### src/rtl/pol_pkg.sv
// Shared types and constants for the positional ordered list.
// No dependencies; every other file imports this package.
`timescale 1ns / 1ps

package pol_pkg;

  localparam int DEPTH_DEF = 16;
  localparam int POS_W     = 5;
  localparam int VAL_W     = 32;
  localparam int FP_W      = 4;
  localparam int CNT_W     = 5;

  typedef enum logic [1:0] {
    FUNC_INSERT = 2'd0,
    FUNC_REMOVE = 2'd1,
    FUNC_FIND   = 2'd2,
    FUNC_CLEAR  = 2'd3
  } pol_func_e;

  typedef struct packed {
    logic             ins;
    logic             rem;
    logic             load_match;
    logic             shift_match;
    logic [POS_W-1:0] pos;
    logic [VAL_W-1:0] value;
  } pol_ctrl_t;

  typedef struct packed {
    logic             ok;
    logic [FP_W-1:0]  found_pos;
    logic [CNT_W-1:0] count;
    logic             empty;
  } pol_res_t;

endpackage

### src/rtl/pol_cell.sv
// One list slot: holds an entry, shifts with its neighbors on insert and remove,
// and holds a match flag that shifts toward slot 0 during a search. Uses pol_pkg.
`timescale 1ns / 1ps

module pol_cell #(
  parameter int DEPTH = pol_pkg::DEPTH_DEF,
  parameter int IDX   = 0
) (
  input  logic                       clk_i,
  input  logic                       rst_ni,
  input  pol_pkg::pol_ctrl_t         ctrl_i,
  input  logic [$clog2(DEPTH+1)-1:0] count_i,
  input  logic [pol_pkg::VAL_W-1:0]  left_i,
  input  logic [pol_pkg::VAL_W-1:0]  right_i,
  input  logic                       match_right_i,
  output logic [pol_pkg::VAL_W-1:0]  data_o,
  output logic                       match_o
);
  import pol_pkg::*;

  localparam int CW   = $clog2(DEPTH + 1);
  localparam int CmpW = (CW > POS_W) ? CW : POS_W;
  localparam logic [CmpW-1:0] IdxC = CmpW'(IDX);

  logic [VAL_W-1:0] data_q, data_d;
  logic             match_q, match_d;
  logic [CmpW-1:0]  pos_ext, cnt_ext;

  assign pos_ext = CmpW'(ctrl_i.pos);
  assign cnt_ext = CmpW'(count_i);

  always_comb begin
    data_d  = data_q;
    match_d = match_q;
    if (ctrl_i.ins) begin
      if (IdxC == pos_ext) begin
        data_d = ctrl_i.value;
      end else if (IdxC > pos_ext) begin
        data_d = left_i;
      end
    end else if (ctrl_i.rem) begin
      if (IdxC >= pos_ext) begin
        data_d = right_i;
      end
    end
    if (ctrl_i.load_match) begin
      match_d = (data_q == ctrl_i.value) && (IdxC < cnt_ext);
    end else if (ctrl_i.shift_match) begin
      match_d = match_right_i;
    end
  end

  always_ff @(posedge clk_i) begin
    data_q <= data_d;
  end

  always_ff @(posedge clk_i or negedge rst_ni) begin
    if (!rst_ni) begin
      match_q <= 1'b0;
    end else begin
      match_q <= match_d;
    end
  end

  assign data_o  = data_q;
  assign match_o = match_q;

endmodule

### src/rtl/positional_ordered_list.sv
// Top level of the positional ordered list: command sequencer, entry count,
// output register and the chain of pol_cell slots. Uses pol_pkg.
//
//   channel  direction  handshake                 payload
//   in       sink       in_valid_i / in_stall_o   func_i, pos_i, value_i
//   out      source     out_valid_o / out_stall_i ok_o, found_pos_o, count_o, empty_res_o
//
// Insert and remove shift the slots at and after the position in parallel; clear
// only resets the count. Find loads a match flag into every slot below the count,
// then the flags shift one slot a cycle toward slot 0 until a hit or the end of the list.
// Reset clears the count, the state and the match flags; slot contents stay undefined until written.
// in_stall_o is high while a find scans or a result waits for the output
// register; a result waiting in the output register does not block input.
`timescale 1ns / 1ps

module positional_ordered_list #(
  parameter int DEPTH = pol_pkg::DEPTH_DEF
) (
  input  logic                             clk_i,
  input  logic                             rst_ni,
  input  logic                             in_valid_i,
  output logic                             in_stall_o,
  input  logic [1:0]                       func_i,
  input  logic [pol_pkg::POS_W-1:0]        pos_i,
  input  logic signed [pol_pkg::VAL_W-1:0] value_i,
  output logic                             out_valid_o,
  input  logic                             out_stall_i,
  output logic                             ok_o,
  output logic [pol_pkg::FP_W-1:0]         found_pos_o,
  output logic [pol_pkg::CNT_W-1:0]        count_o,
  output logic                             empty_res_o
);
  import pol_pkg::*;

  localparam int CW   = $clog2(DEPTH + 1);
  localparam int IW   = $clog2(DEPTH);
  localparam int CmpW = (CW > POS_W) ? CW : POS_W;

  localparam logic [1:0] ST_IDLE = 2'd0;
  localparam logic [1:0] ST_SCAN = 2'd1;
  localparam logic [1:0] ST_HOLD = 2'd2;

  logic [1:0]       state_q, state_d;
  logic [CW-1:0]    count_q, count_d;
  logic [IW-1:0]    idx_q, idx_d;
  pol_res_t         res_q, res, out_q;
  logic             out_valid_q, out_valid_d;
  logic             done, out_free, scan_last;
  logic             ins_ok, rem_ok;
  logic [CmpW-1:0]  pos_ext, cnt_ext;
  pol_func_e        func_e;
  pol_ctrl_t        ctrl;
  logic [VAL_W-1:0] data_w [DEPTH];
  logic [DEPTH-1:0] match_w;

  assign func_e    = pol_func_e'(func_i);
  assign pos_ext   = CmpW'(pos_i);
  assign cnt_ext   = CmpW'(count_q);
  assign ins_ok    = (pos_ext <= cnt_ext) && (count_q != CW'(DEPTH));
  assign rem_ok    = pos_ext < cnt_ext;
  assign out_free  = !out_valid_q || !out_stall_i;
  assign scan_last = (CW'(idx_q) + CW'(1)) >= count_q;

  always_comb begin
    state_d          = state_q;
    count_d          = count_q;
    idx_d            = idx_q;
    done             = 1'b0;
    res              = '0;
    ctrl             = '0;
    ctrl.pos         = pos_i;
    ctrl.value       = value_i;
    unique case (state_q)
      ST_IDLE: begin
        if (in_valid_i) begin
          unique case (func_e)
            FUNC_INSERT: begin
              ctrl.ins = ins_ok;
              if (ins_ok) count_d = count_q + CW'(1);
              res.ok   = ins_ok;
              done     = 1'b1;
            end
            FUNC_REMOVE: begin
              ctrl.rem = rem_ok;
              if (rem_ok) count_d = count_q - CW'(1);
              res.ok   = rem_ok;
              done     = 1'b1;
            end
            FUNC_FIND: begin
              ctrl.load_match = 1'b1;
              idx_d           = '0;
              state_d         = ST_SCAN;
            end
            FUNC_CLEAR: begin
              count_d = '0;
              res.ok  = 1'b1;
              done    = 1'b1;
            end
          endcase
          res.count = CNT_W'(count_d);
          res.empty = (count_d == '0);
        end
      end
      ST_SCAN: begin
        res.count = CNT_W'(count_q);
        res.empty = (count_q == '0);
        if (match_w[0]) begin
          res.ok        = 1'b1;
          res.found_pos = FP_W'(idx_q);
          done          = 1'b1;
        end else if (scan_last) begin
          done = 1'b1;
        end else begin
          ctrl.shift_match = 1'b1;
          idx_d            = idx_q + IW'(1);
        end
      end
      ST_HOLD: begin
        res  = res_q;
        done = 1'b1;
      end
      default: state_d = ST_IDLE;
    endcase
    if (done) state_d = out_free ? ST_IDLE : ST_HOLD;
    out_valid_d = out_free ? done : out_valid_q;
  end

  always_ff @(posedge clk_i or negedge rst_ni) begin
    if (!rst_ni) begin
      state_q     <= ST_IDLE;
      count_q     <= '0;
      idx_q       <= '0;
      out_valid_q <= 1'b0;
    end else begin
      state_q     <= state_d;
      count_q     <= count_d;
      idx_q       <= idx_d;
      out_valid_q <= out_valid_d;
    end
  end

  always_ff @(posedge clk_i) begin
    if (done && out_free) out_q <= res;
    if (done && !out_free) res_q <= res;
  end

  for (genvar i = 0; i < DEPTH; i++) begin : g_cell
    logic [VAL_W-1:0] left_w, right_w;
    logic             mr_w;
    if (i == 0) begin : g_first
      assign left_w = data_w[0];
    end else begin : g_left
      assign left_w = data_w[i-1];
    end
    if (i == DEPTH - 1) begin : g_last
      assign right_w = data_w[DEPTH-1];
      assign mr_w    = 1'b0;
    end else begin : g_right
      assign right_w = data_w[i+1];
      assign mr_w    = match_w[i+1];
    end
    pol_cell #(
      .DEPTH(DEPTH),
      .IDX  (i)
    ) u_cell (
      .clk_i        (clk_i),
      .rst_ni       (rst_ni),
      .ctrl_i       (ctrl),
      .count_i      (count_q),
      .left_i       (left_w),
      .right_i      (right_w),
      .match_right_i(mr_w),
      .data_o       (data_w[i]),
      .match_o      (match_w[i])
    );
  end

  assign in_stall_o  = (state_q != ST_IDLE);
  assign out_valid_o = out_valid_q;
  assign ok_o        = out_q.ok;
  assign found_pos_o = out_q.found_pos;
  assign count_o     = out_q.count;
  assign empty_res_o = out_q.empty;

endmodule

### config.mk
export PLATFORM = sky130hd
export DESIGN_NAME = positional_ordered_list
export DESIGN_NICKNAME = d
export VERILOG_FILES = /design/src/rtl/pol_pkg.sv /design/src/rtl/pol_cell.sv /design/src/rtl/positional_ordered_list.sv
export SDC_FILE = /design/constraint.sdc
export NUM_CORES = 2
export LEC_CHECK = 0
export BUFFER_PORTS_ARGS = -buffer_cell sky130_fd_sc_hd__clkbuf_2
export CAP_MARGIN = 20
export CORE_AREA = 2 2 298 300
export DETAILED_ROUTE_END_ITERATION = 16
export DIE_AREA = 0 0 300 302
export PLACE_DENSITY_LB_ADDON = 0.3
export SLEW_MARGIN = 5
export SYNTH_ARGS = -nofsm -noshare
export SYNTH_HDL_FRONTEND = slang
export SYNTH_SLANG_ARGS = --single-unit
### constraint.sdc
create_clock -name clk_i -period 9.3 [get_ports clk_i]
set_input_delay 0.93 -clock clk_i [delete_from_list [all_inputs] [get_ports clk_i]]
set_output_delay 0.93 -clock clk_i [all_outputs]
set_load 0.1 [all_outputs]
==> key figures <==
Yosys
  – Mean Syn Cell Area: 10.5 um2
  – Cell area after synthesis: 34,700 um2
  – Synth Warn #: 0
  – Yosys top cell by area: edfxtp_1
  – Sequential element share of the synthesized area: 48.2%
  – Count leader, synth: nand2_1
  – Post-synthesis cell type count: 55
  – Area contributors post-synth: edfxtp_1 (46%), mux2i_1 (13%), xnor2_1 (8.1%)
  – Synth top area share: 46.2%
  – Syn nets: 3,374
  – Synth Instances: 3,312
  – Post-synth ARST share: 4.98%
  – Top FF cell, synth: edfxtp_1
  – Commonest cells in the netlist: nand2_1 (571), edfxtp_1 (534), mux2i_1 (454)
  – Post-synthesis sequential element count: 562
  – Post-synth EDFFs: 534

Finish
  – Antenna diode count: 0
  – Fin cells: 4,414
  – Synthesis-to-finish area growth: 8.64%
  – Final nets: 3,263
  – Ratio of cells with drive above 1 in the final layout: 8.93%
  – Filler instances: 8,452

Clocking
  – TritonCTS Buffers: 60
  – Post-CTS setup buffers: 0
  – Clk slew on worst S/H paths: 0.06 ns
  – # clock sinks: 562
  – CTS tree: yes
  – Resized cells post-CTS: 0
  – Htree depth: 2
  – Clock latency on the worst-skew pair: 0.64 ns
  – Clk buf depth: 3
  – Root buffer cell: clkbuf_16
  – Hold-fix buffers, CTS: 0

Global routing
  – Largest net degree at the start of global routing: 252
  – Initial antenna violation count: 2
  – Gr ovfl total: 0
  – Vias in the first global route: 24,000
  – First-pass GRT wire length: 168 mm
  – Tot GR Track Use: 25.0%

Timing
  – Final Hold Fails: 0
  – Worst Tran Pin Value: 1.35 ns
  – Setup_tns: 0 ns
  – Slew Limit Fails: 0
  – Crit path time final: 5.09 ns
  – Clock Skews: 0.0212 ns
  – Fmax: 196 MHz
  – Tcrit/Tclk final: 54.8%
  – Final setup vio count: 0
  – Slew margin rel.: 9.73%
  – RSZ-0062 raised after global routing: false

Route
  – Via count: 25,500
  – DRC: 0
  – Post-Route WL: 116 mm
  – Vias per inst: 5.77
  – Antenna Violating Nets Remaining: 0
  – Iter 0 DRT Violations: 3,093
  – DR pass1 iterations: 6
  – Avg WL per Cell: 26.2 um

Die
  – Ports: 56
  – Die Area: 90,600 um2
  – Starting density of the core: 39.6%
  – Die Wd: 300 um
  – Rows: 109
  – Core Region: 87,600 um2
  – Die Span Y: 302 um

Power and ir drop
  – VDD IR-drop max: 0.312 mV
  – Leakage: 14.9 nW
  – Power density over the cells: 191 nW/um2

Setup path
  – Crit path kind: flop to flop
  – CP Data Arrival Time: 5.45 ns
  – Critical path endpoint category: flop
  – FF-to-FF setup slack: 4.21 ns
  – Worst R2R Start: cnt_ext[4]$_DFFE_PN0P_
  – R2r worst-path depth: 9
  – Worst r2r dst: g_cell[13].u_cell.data_o[24]$_DFFE_PP_
  – CP startpoint kind: flop
  – Crit-path max FO: 88
  – Critical Path RT: 9.65 ns

Placed design
  – Placed Instances: 4,301
  – IO buf count: 55
  – GPL Wtd Cong: 0.871
  – DP Wirelength: 78.3 mm

Job
  – # Max-Cap Violations: 0

Outcome
  – Status: finished, final reports clean

Min path
  – Worst Hold Class: input port to async pin
## flip-flops by register name, indices dropped and copies added, names as in the netlist
signal                 cells
idx_q                      4
g_cell.u_cell.data_o     512
cnt_ext                    5
found_pos_o                4
g_cell.u_cell.match_o     16
ok_o                       1
empty_res_o                1
count_o                    5
state_q                    2
res_q                     11
out_valid_o                1
## worst max-delay path by stage
| stage | start | to | slack, ns | cells after the start |
|---|---|---|---|---|
| after CTS | cnt_ext[4]$_DFFE_PN0P_ | g_cell[13].u_cell.data_o[24]$_DFFE_PP_ | 4.31 | 9 |
| after floorplan | pos_i[1] | g_cell[2].u_cell.data_o[0]$_DFFE_PP_ | 1.48 | 7 |
| after detailed placement | pos_i[1] | g_cell[13].u_cell.data_o[24]$_DFFE_PP_ | 4.25 | 9 |
| after global routing | cnt_ext[4]$_DFFE_PN0P_ | g_cell[13].u_cell.data_o[24]$_DFFE_PP_ | 3.91 | 9 |
| final | cnt_ext[4]$_DFFE_PN0P_ | g_cell[13].u_cell.data_o[24]$_DFFE_PP_ | 4.21 | 9 |
| after global placement | pos_i[4] | g_cell[11].u_cell.data_o[0]$_DFFE_PP_ | 4.36 | 9 |
## per-stage QoR
stage	hold slack (ns)	util (%)	setup slack [ns]	power [mW]	area [um2]
2_1_floorplan	0.463	-	1.48	4.34	34700
3_3_place_gp	0.479	40.7	4.36	4.73	35700
3_5_place_dp	0.507	40.7	4.25	4.75	35700
4_1_cts	0.381	43.0	4.31	7.21	37600
5_1_grt	0.437	43.1	3.91	7.46	37700
6_report	0.407	43.1	4.21	7.21	37700
## placed cells by master, fill, tap and decap left out, types with 27 or more instances in the layout
cell type    n
edfxtp_1   534
nor4_1      63
xor2_1     196
o21ai_0     27
clkbuf_16   61
xnor2_1    322
o21ai_1    444
mux2_2      33
nand2_1    563
a21oi_1     33
clkbuf_2    55
mux2i_1    454
nand4_1     94
dfrtp_1     28
nor2_1      37
buf_4       71
## logic make-up after synthesis
family | Yosys count | synth area share [%]
simple gates | 842 | 10.7
flops | 562 | 48.2
compound gates | 560 | 8.56
xor+xnor | 518 | 13.1
mux | 487 | 14.2
buf+inv | 324 | 4.58
fa+ha+maj | 19 | 0.685
## where the power goes
| group | switching [mW] | total, mW | internal, mW |
|---|---|---|---|
| combinational | 1.08 | 1.53 | 0.456 |
| clock | 1.05 | 2.48 | 1.43 |
| sequential | 0.174 | 3.19 | 3.02 |
## layer usage
layer	share of wire [%]	routed length (um)	GRT usage, %
met2	44	50900	37.7
met4	2.7	3100	7.02
met3	9.4	10900	3.84
met5	0.019	22	0
met1	44	50900	37.1
## layout make-up
class	count	area, um2	share of cell area (%)
Inverter	20	75.1	0.199
Clock inverter	24	270	0.717
Clock buffer	86	1700	4.51
Tap cell	1165	1460	3.87
Timing Repair Buffer	131	908	2.41
Sequential cell	562	16700	44.4
Multi-Input combinational cell	2426	16500	43.9
## critical path, cell delays in order (launching register included)
cell	delay, ns
dfrtp_1	0.60
clkinv_1	0.43
ha_1	0.48
and3_1	0.20
nand3_1	0.13
a2bb2oi_1	0.45
or3_4	0.91
buf_4	0.63
buf_4	0.69
o21ai_1	0.17
(Power assumes the default switching activity.)
